[config.mk]
export PLATFORM = sky130hd
export DESIGN_NAME = lru_result_cache
export DESIGN_NICKNAME = d
export VERILOG_FILES = /design/src/hdl/lrc_pkg.sv /design/src/hdl/lrc_cell.sv /design/src/hdl/lru_result_cache.sv
export SDC_FILE = /design/constraint.sdc
export NUM_CORES = 1
export LEC_CHECK = 0
export BUFFER_PORTS_ARGS = -buffer_cell sky130_fd_sc_hd__buf_2
export CAP_MARGIN = 20
export CORE_MARGIN = 3
export CORE_UTILIZATION = 30
export DETAILED_ROUTE_END_ITERATION = 12
export GPL_TIMING_DRIVEN = 0
export MAX_ROUTING_LAYER = met4
export PLACE_DENSITY = 0.44
export SETUP_SLACK_MARGIN = 0.5
export SLEW_MARGIN = 20
export SYNTH_ARGS = -nofsm -noshare
export SYNTH_HDL_FRONTEND = slang
export SYNTH_SLANG_ARGS = --single-unit
[constraint.sdc]
create_clock -name clk -period 5.3 [get_ports clk]
set_input_delay 1.325 -clock clk [delete_from_list [all_inputs] [get_ports clk]]
set_output_delay 1.325 -clock clk [all_outputs]
set_load 0.01 [all_outputs]
[src/hdl/lrc_pkg.sv]
// Shared types and constants for the recency-ordered result cache.
package lrc_pkg;

    localparam int TAG_W     = 64;
    localparam int PAYLOAD_W = 32;

    typedef enum logic [1:0] {
        OP_LOOKUP = 2'd0,
        OP_STORE  = 2'd1,
        OP_CLEAR  = 2'd2
    } op_t;

    typedef struct packed {
        logic                 valid;
        logic [TAG_W-1:0]     tag;
        logic [PAYLOAD_W-1:0] payload;
    } entry_t;

    typedef struct packed {
        logic                 any_match;
        logic [PAYLOAD_W-1:0] found;
    } chain_t;

    typedef struct packed {
        logic capture;
        logic apply;
        op_t  op;
        logic hit_any;
    } cell_ctrl_t;

endpackage

[src/hdl/lrc_cell.sv]
// One list position: holds an entry, compares its tag and shifts along the chain.
module lrc_cell (
    input  logic                           clk,
    input  logic                           rst_n,
    input  lrc_pkg::cell_ctrl_t            ctrl,
    input  logic [lrc_pkg::TAG_W-1:0]      key,
    input  logic [lrc_pkg::PAYLOAD_W-1:0]  new_payload,
    input  lrc_pkg::entry_t                prev,
    input  lrc_pkg::chain_t                tail_in,
    output lrc_pkg::entry_t                entry,
    output lrc_pkg::chain_t                tail_out,
    output logic                           match
);
    import lrc_pkg::*;

    logic                 valid_reg;
    logic                 valid_next;
    logic [TAG_W-1:0]     tag_reg;
    logic [TAG_W-1:0]     tag_next;
    logic [PAYLOAD_W-1:0] payload_reg;
    logic [PAYLOAD_W-1:0] payload_next;
    logic                 match_reg;
    logic                 match_next;
    logic                 any_ge;

    assign any_ge             = match_reg | tail_in.any_match;
    assign tail_out.any_match = any_ge;
    assign tail_out.found     = tail_in.found | (match_reg ? payload_reg : '0);

    assign entry.valid   = valid_reg;
    assign entry.tag     = tag_reg;
    assign entry.payload = payload_reg;
    assign match         = match_reg;

    always_comb
    begin
        valid_next   = valid_reg;
        tag_next     = tag_reg;
        payload_next = payload_reg;
        match_next   = match_reg;
        if (ctrl.capture)
        begin
            match_next = valid_reg && (tag_reg == key);
        end
        if (ctrl.apply)
        begin
            case (ctrl.op)
                OP_LOOKUP:
                begin
                    if (any_ge)
                    begin
                        valid_next   = prev.valid;
                        tag_next     = prev.tag;
                        payload_next = prev.payload;
                    end
                end
                OP_STORE:
                begin
                    if (ctrl.hit_any)
                    begin
                        if (match_reg)
                        begin
                            payload_next = new_payload;
                        end
                    end
                    else
                    begin
                        valid_next   = prev.valid;
                        tag_next     = prev.tag;
                        payload_next = prev.payload;
                    end
                end
                OP_CLEAR:
                begin
                    valid_next = 1'b0;
                end
                default:
                begin
                    valid_next = valid_reg;
                end
            endcase
        end
    end

    always_ff @(posedge clk or negedge rst_n)
    begin
        if (!rst_n)
        begin
            valid_reg <= 1'b0;
            match_reg <= 1'b0;
        end
        else
        begin
            valid_reg <= valid_next;
            match_reg <= match_next;
        end
    end

    always_ff @(posedge clk)
    begin
        tag_reg     <= tag_next;
        payload_reg <= payload_next;
    end

endmodule

[src/hdl/lru_result_cache.sv]
// Top level: control sequencer and output register around the chain of list cells.
// An accepted transaction is registered and its tag compared in the compare cycle (S_IDLE);
// the shift cycle (S_APPLY) then writes its result to the output register, and waits while
// an earlier result still holds the output register. New transactions are taken only in
// S_IDLE (in_stall is high in S_APPLY), so each waits for the shift cycle of the one before.
// Reset: all list positions invalid (empty list), no result pending; tags and payloads
// in the list cells are not cleared.
module lru_result_cache #(
    parameter int CAPACITY = 8
) (
    input  logic                           clk,
    input  logic                           rst_n,
    input  logic                           in_valid,
    output logic                           in_stall,
    input  logic [1:0]                     operation,
    input  logic [lrc_pkg::TAG_W-1:0]      tag,
    input  logic [lrc_pkg::PAYLOAD_W-1:0]  payload,
    output logic                           out_valid,
    input  logic                           out_stall,
    output logic                           hit,
    output logic [lrc_pkg::PAYLOAD_W-1:0]  found_payload
);
    import lrc_pkg::*;

    typedef enum logic {
        S_IDLE,
        S_APPLY
    } state_t;

    state_t               state_reg;
    op_t                  op_reg;
    logic [TAG_W-1:0]     tag_reg;
    logic [PAYLOAD_W-1:0] payload_reg;
    logic                 out_valid_reg;
    logic                 hit_reg;
    logic [PAYLOAD_W-1:0] found_reg;

    logic       accept;
    logic       apply_fire;
    logic       lookup_hit;
    cell_ctrl_t ctrl;
    entry_t     head;
    entry_t     ent   [CAPACITY];
    chain_t     chain [CAPACITY+1];
    logic [CAPACITY-1:0] valid_vec;
    logic [CAPACITY-1:0] match_vec;

    assign in_stall   = (state_reg == S_APPLY);
    assign accept     = in_valid && !in_stall;
    assign apply_fire = (state_reg == S_APPLY) && (!out_valid_reg || !out_stall);

    assign ctrl.capture = accept;
    assign ctrl.apply   = apply_fire;
    assign ctrl.op      = op_reg;
    assign ctrl.hit_any = chain[0].any_match;

    assign lookup_hit = (op_reg == OP_LOOKUP) && chain[0].any_match;

    assign head.valid   = 1'b1;
    assign head.tag     = tag_reg;
    assign head.payload = (op_reg == OP_LOOKUP) ? chain[0].found : payload_reg;

    assign chain[CAPACITY] = '0;

    for (genvar i = 0; i < CAPACITY; i++)
    begin : g_cell
        entry_t prev_entry;
        if (i == 0)
        begin : g_head
            assign prev_entry = head;
        end
        else
        begin : g_body
            assign prev_entry = ent[i-1];
        end
        lrc_cell u_cell (
            .clk         (clk),
            .rst_n       (rst_n),
            .ctrl        (ctrl),
            .key         (tag),
            .new_payload (payload_reg),
            .prev        (prev_entry),
            .tail_in     (chain[i+1]),
            .entry       (ent[i]),
            .tail_out    (chain[i]),
            .match       (match_vec[i])
        );
        assign valid_vec[i] = ent[i].valid;
    end

    always_ff @(posedge clk or negedge rst_n)
    begin
        if (!rst_n)
        begin
            state_reg     <= S_IDLE;
            out_valid_reg <= 1'b0;
            op_reg        <= OP_LOOKUP;
            tag_reg       <= '0;
            payload_reg   <= '0;
            hit_reg       <= 1'b0;
            found_reg     <= '0;
        end
        else
        begin
            case (state_reg)
                S_IDLE:
                begin
                    if (accept)
                    begin
                        op_reg      <= op_t'(operation);
                        tag_reg     <= tag;
                        payload_reg <= payload;
                        state_reg   <= S_APPLY;
                    end
                end
                S_APPLY:
                begin
                    if (apply_fire)
                    begin
                        state_reg <= S_IDLE;
                    end
                end
                default:
                begin
                    state_reg <= S_IDLE;
                end
            endcase

            if (apply_fire)
            begin
                out_valid_reg <= 1'b1;
                hit_reg       <= lookup_hit;
                found_reg     <= lookup_hit ? chain[0].found : '0;
            end
            else if (out_valid_reg && !out_stall)
            begin
                out_valid_reg <= 1'b0;
            end
        end
    end

    assign out_valid     = out_valid_reg;
    assign hit           = hit_reg;
    assign found_payload = found_reg;

    a_single_match : assert property (@(posedge clk) disable iff (!rst_n)
        (state_reg == S_APPLY) |-> $onehot0(match_vec))
        else $error("more than one list position matches the tag");

    a_valid_prefix : assert property (@(posedge clk) disable iff (!rst_n)
        ((valid_vec >> 1) & ~valid_vec) == '0)
        else $error("valid positions do not form a prefix of the list");

    a_clear_empties : assert property (@(posedge clk) disable iff (!rst_n)
        (apply_fire && op_reg == OP_CLEAR) |=> (valid_vec == '0))
        else $error("clear left valid positions");

    a_insert_front : assert property (@(posedge clk) disable iff (!rst_n)
        (apply_fire && op_reg == OP_STORE && !chain[0].any_match)
        |=> (ent[0].valid && ent[0].tag == $past(tag_reg)))
        else $error("new tag not placed at the front");

    a_result_follows : assert property (@(posedge clk) disable iff (!rst_n)
        apply_fire |=> out_valid_reg)
        else $error("result lost after shift cycle");

endmodule
==> results of run 1 <==
==> layout make-up <==
| class | count | area (sq um) | area share |
|---|---|---|---|
| sequential | 917 | 26800 | 0.592 |
| multi-input combinational | 1761 | 10900 | 0.241 |
| clock buffer | 142 | 2910 | 0.0642 |
| tap | 1650 | 2060 | 0.0456 |
| timing repair buffer | 104 | 1140 | 0.0253 |
| buffer | 159 | 773 | 0.0171 |
| clock inverter | 59 | 597 | 0.0132 |
| inverter | 19 | 71.3 | 0.00158 |
| antenna | 4 | 10.0 | 0.000221 |
==> metrics by stage <==
step                      total power, mW   util  TNS (ps)  cell area (sq um)  instances
after floorplan                      10.5      -         0              38400       2856
after global placement               11.4  0.323   -599900              40800       4578
after detailed placement             11.6  0.330         0              41800       4610
after CTS                            18.9  0.358         0              45300       4811
after global routing                 19.4  0.358         0              45300       4813
final                                18.8  0.358         0              45300       4815
==> final timing paths <==
check	startpoint	to	cells past startpoint
setup / recovery	g_cell[7].u_cell.match	g_cell[6].u_cell.payload_reg[22]	6
hold / removal	tag_reg[42]	g_cell[0].u_cell.tag_reg[42]	0
setup reg to reg	g_cell[7].u_cell.match	g_cell[6].u_cell.payload_reg[22]	6
hold reg to reg	tag_reg[42]	g_cell[0].u_cell.tag_reg[42]	0
max in group asynchronous	rst_n	tag_reg[30]	2
min in group asynchronous	rst_n	found_payload[6]	1
==> routing by layer <==
layer	vias to the layer above	global-route usage	share of wire
li1	10600	-	-
met1	12300	0.289	0.46
met2	1037	0.307	0.45
met3	199	0.0294	0.066
met4	0	0.0590	0.027
met5	-	-	0
==> worst reg2reg max path: cells and delay by family (launching register included) <==
kind                   cells  cell delay (ps)
buffers and inverters      4             1940
AO/OA/AOI/OAI              2             1180
flip-flops                 1              400
==> kinds of logic after synthesis <==
group,synth area share
AO/OA/AOI/OAI,0.0447
XOR/XNOR,0.114
buffers and inverters,0.0216
flip-flops,0.697
multiplexers,0.00964
AND/OR/NAND/NOR,0.113
==> cells in the final DEF (no fill, tap or decap), types with 7 or more instances in the layout <==
master	count
nand2_1	768
edfxtp_1	768
xnor2_1	298
xor2_1	202
buf_2	173
dfrtp_1	149
a22oi_1	129
nand4_1	118
clkbuf_16	107
nor4_1	65
clkbuf_1	63
a22o_1	33
mux2_2	32
o21ai_0	22
clkinv_2	20
inv_1	19
buf_16	19
clkinv_1	18
nand3_1	11
buf_12	11
nor2_4	10
clkbuf_8	10
nor2_1	9
clkbuf_2	9
bufinv_16	9
nor3_1	7
==> power by group <==
group | switching, mW | internal [mW]
Combinational | 1.38 | 0.719
Sequential | 0.493 | 8.81
Clock | 3.05 | 4.30
==> out/qor.txt, run 1 <==
Status -> finished clean
Synth Warn # -> 0
CP arrival -> 4230 ps
Seq cells post-synth -> 917
Final worst path period share -> 0.728
Class of the worst hold path -> flip-flop to flip-flop
Seq/Total Area, Yosys -> 0.697
Total die area -> 132000 sq um
CP Launch Type -> flip-flop
Synthesized instance count -> 2856
Synthesized cell area -> 38400 sq um
Unrepaired setup endpoints after global routing -> no
Pleak -> 16.9 nW
Inserted Clock Buffers -> 106
Post-detail-place hpwl -> 96900 um
WL/cell -> 27.6 um
Buffers on Ports -> 72
Hold Buf Count CTS -> 0
Remaining antenna violation count after routing -> 0
Yosys top cell by area -> edfxtp_1
Layout cells sized above 1 -> 0.139
Setup Buffers After CTS -> 0
Hold Fails Final Rpt -> 0
Pre-CTS setup slack -> 1060 ps
CP Data Required Time -> 5670 ps
Critical Path, Cell by Cell -> clkbuf_1, clkbuf_1, o21ai_0, a21oi_4, buf_16, buf_16
Fin. max-slew vios -> 0
Final worst slack -> 1440 ps
Initial antenna violation count -> 7
Starting Density -> 0.304
Buf/Inv on CP -> 4
Nets@finish -> 3170
H-tree depth -> 3
DRT Pass-1 Iters -> 5
Share of the synthesized area in the top cell type -> 0.600
Skew final -> 43.4 ps
Crit Path Max Fanout -> 14
Synth Net Count -> 2958
GPL Wtd Cong -> 0.870
IO Pins -> 137
Top cells by count, synth -> edfxtp_1, nand2_1, xnor2_1, xor2_1, dfrtp_1
Power Density -> 414 nW/um^2
Clock latency on the worst-skew pair -> 710 ps
Worst slew pin tran -> 1230 ps
Die H -> 364 um
Die X -> 364 um
Worst-path clk slew -> 60 ps
Unique cell type count in the Yosys netlist -> 48
Vias in the first global route -> 24400
Crit path kind -> flip-flop to flip-flop
Post-CTS sizing -> 0
1st-iter DRT viols -> 2479
Max cap viols -> 0
Primary FF master, synth -> edfxtp_1
Synth Area per Inst -> 13.4 sq um
Floorplan row count -> 130
Max Buffers Root-to-Sink -> 3
Layout area overhead -> 17.9%
Average vias per placed instance -> 5.01
Final setup viols -> 0
Largest register FFs -> 512
Maximum vdd ir drop -> 0.248 mV
EDFF count, synth -> 768
Fin crit period -> 3860 ps
CTS Root Cell -> clkbuf_16
Number of fill cells -> 12000
Slew headroom -> 0.178
Family with the most delay on the worst path -> buffers and inverters
Ys async rst share -> 0.162
Post-Route WL -> 133000 um
R2r setup slk -> 1440 ps
Core ar. -> 126000 sq um
CP endpoint kind -> flip-flop
Critical Path Slowest Stage Cell -> clkbuf_1
Final hold slack -> 440 ps
Peak Freq -> 259 MHz
Synth top area cells -> edfxtp_1, dfrtp_1, nand2_1, xnor2_1, xor2_1
First-pass GRT wire length -> 186000 um
Residual DRC -> 0
Overflow after GRT -> 0
Sink Count -> 917
Largest net degree at the start of global routing -> 78
Via count -> 24100
CP max stage delay -> 940 ps
CTS tree -> yes
Total GRT Usage -> 0.205
(Power assumes the default switching activity.)
==> run 2: changes to the inputs <==
Settings changed: ABC_AREA set to 1.
Clock period 5.3 ns to 3.35 ns, I/O delays scaled along.
==> run 2 against run 1 <==
Against the previous run:
- setup slack got worse by 810 ps
- core utilization rose by 0.15 points
- design area rose by 6.7%
- area after synthesis rose by 6.3%
- die area rose by 6.2%
- sequential power rose by 58%
- maximum frequency rose by 42%
- via count rose by 16%
- total power rose by 59%
- clock power rose by 55%
- sequential share of layout area fell by 3.7 points
- synthesized cell count rose by 39%
- critical path type unchanged
- largest cell class unchanged
==> out/qor.txt, run 2 <==
First-pass GRT wire length -> 186000 um
CP Launch Type -> flip-flop
Sequential Area -> 26800 sq um
Xor-xnor portion of the synthesized cell area -> 0.0663
Final setup viols -> 0
Post-Route WL -> 129000 um
Final worst path period share -> 0.811
Synthesized cell area -> 40800 sq um
Primary FF master, synth -> edfxtp_1
Residual DRC -> 0
CP Data Required Time -> 3760 ps
Post-synthesis mux area share -> 0
Sw frac -> 0.270
WL/cell -> 21.2 um
Maximum vdd ir drop -> 0.392 mV
Buffers on Ports -> 75
Layout area overhead -> 18.4%
Pre-CTS setup slack -> -402 ps
Most common cell after layout, fill and taps aside -> nand2_1
Inserted Clock Buffers -> 108
Sink Count -> 917
Fin. max-slew vios -> 0
Total Power -> 29.8 mW
Main combinational cell family by area after synthesis -> simple AND/OR/NAND/NOR gates
Internal -> 21.7 mW
Status -> finished clean
Synth Net Count -> 4058
Worst slew pin tran -> 1210 ps
Yosys top cell by area -> edfxtp_1
1st-iter DRT viols -> 2236
Share of the synthesized area in the top cell type -> 0.565
Total GRT Usage -> 0.187
Pleak -> 20.3 nW
Via count -> 27900
CTS tree -> yes
Core ar. -> 134000 sq um
Fin area -> 48300 sq um
Post-detail-place hpwl -> 90800 um
Cell with the most instances after synthesis -> nand2_1
FF-to-FF path depth -> 11
GPL Wtd Cong -> 0.834
Hold Fails Final Rpt -> 0
EDFF count, synth -> 768
Die H -> 375 um
Critical Path, Cell by Cell -> inv_4, nand4_2, nor2_4, nand3_2, nand2_2, buf_2, nand2_2, nor2_4, buf_12, buf_16, buf_16
CP max stage delay -> 540 ps
DRT Pass-1 Iters -> 5
Area of the multi-input gates -> 12200 sq um
Class of the worst hold path -> input pin to async pin
Synth Area in Compound Gates -> 0.0387
Flop pwr share -> 0.493
Largest register FFs -> 512
Fin crit period -> 2720 ps
Clock share of power -> 0.382
Starting Density -> 0.304
Peak Freq -> 368 MHz
Seq/Total Area, Yosys -> 0.656
Unrepaired setup endpoints after global routing -> no
Skew final -> 56.1 ps
Average vias per placed instance -> 4.59
Top cells by count, synth -> nand2_1, edfxtp_1, inv_1, nor2_1, xor2_1
Synth Area per Inst -> 10.3 sq um
Power share of the combinational group -> 0.125
Largest net degree at the start of global routing -> 78
Placed cells -> 5845
Max cap viols -> 0
H-tree depth -> 3
Final worst slack -> 633 ps
Synth Area in Simple Gates -> 0.190
Switch Pwr -> 8.04 mW
Overflow after GRT -> 0
Synth Warn # -> 0
IO Pins -> 137
Worst-path clk slew -> 60 ps
Clock latency on the worst-skew pair -> 730 ps
Dpl cell area -> 44700 sq um
Total die area -> 141000 sq um
Crit Path Max Fanout -> 19
Unique cell type count in the Yosys netlist -> 36
Die X -> 375 um
Number of fill cells -> 13400
Synthesized instance count -> 3956
Max Buffers Root-to-Sink -> 3
Remaining antenna violation count after routing -> 0
Initial antenna violation count -> 18
Slew headroom -> 0.196
Power Density -> 616 nW/um^2
Seq cells post-synth -> 917
Floorplan row count -> 134
Crit path kind -> flip-flop to flip-flop
Synth Area in Adders -> 0
Critical Path Slowest Stage Cell -> dfrtp_1
CP arrival -> 3130 ps
CP endpoint kind -> flip-flop
Commonest non-fill, non-tap cells in the layout -> nand2_1, edfxtp_1, inv_1
Vias in the first global route -> 26900
Synth top area cells -> edfxtp_1, nand2_1, dfrtp_1, xor2_1, inv_1
Nets@finish -> 4306
Layout cells sized above 1 -> 0.109
CTS Root Cell -> clkbuf_16
Final non-filler cell total -> 6080
Ys async rst share -> 0.162
[run 2: cell count changes in the layout (fill, tap and decap cells not counted), sizes merged, moves of 23 or more]
cell,change
mux2,-32
nand3,+63
xor2,+38
a221oi,+28
nor4,-68
xnor2,-229
nand4,-95
inv,+297
nor2,+298
a22oi,-129
o21ai,+161
a22o,-23
clkbuf,+24
nand2,+761
[run 2: stage by stage]
step                      hold WS [ps]  setup TNS [ps]   util
after floorplan                    425               0      -
after global placement             428        -1164090  0.324
after detailed placement           430          -16600  0.333
after CTS                          102               0  0.359
after global routing               133               0  0.360
final                              134               0  0.360
[run 2: logic make-up after synthesis]
logic type | after synthesis
xor gates and xnor gates | 309
buffers and inverters | 488
and+or+nand+nor | 1981
DFF | 917
AOI/OAI and AO/OA | 261
[run 2: worst max-delay path, delay by kind of cell (launching register included)]
family	cells	cell delay, ps
and+or+nand+nor	6	850
buffers and inverters	5	1010
DFF	1	540
[run 2: final timing paths]
path                       slack, ps                    from                      endpoint
max                              630  g_cell[5].u_cell.match  g_cell[7].u_cell.tag_reg[24]
min in group clk                 310             payload[16]               payload_reg[16]
max reg2reg                      630  g_cell[5].u_cell.match  g_cell[7].u_cell.tag_reg[24]
max in group asynchronous       2390                   rst_n                   tag_reg[50]
min reg2reg                      430             tag_reg[33]  g_cell[0].u_cell.tag_reg[33]
min                              130                   rst_n                    tag_reg[4]
[run 2: what timing repair did]
action,4_1_cts,5_1_grt
setup endpoints to repair,329,247
gates cloned,1,0
hold buffers,0,0
pin swaps,7,4
gates resized for setup,8,17
buffers inserted,9,7
[run 2: per-layer routing]
metal / part of all wire / GRT usage
met2: 0.46 / 0.286
met3: 0.054 / 0.0278
met4: 0.027 / 0.0582
met1: 0.46 / 0.257
met5: 0 / -
[run 2: area by class of cell]
type | instances | share of cell area
Multi-Input combinational cell | 2551 | 0.252
Clock buffer | 152 | 0.0606
Buffer | 157 | 0.0161
Clock inverter | 53 | 0.00912
Antenna cell | 13 | 0.000673
Sequential cell | 917 | 0.555
Inverter | 331 | 0.0260
Timing Repair Buffer | 137 | 0.0348
Tap cell | 1768 | 0.0458
Timing Repair inverter | 1 | 0.000155
[run 2: power groups by stage]
stage	Clock [mW]	Combinational, mW	Sequential, mW
2_1_floorplan	0	2.05	14.7
3_3_place_gp	0	3.19	15.0
3_5_place_dp	0	3.71	14.9
4_1_cts	11.7	3.76	14.7
5_1_grt	12.1	4.12	14.8
6_report	11.4	3.71	14.7
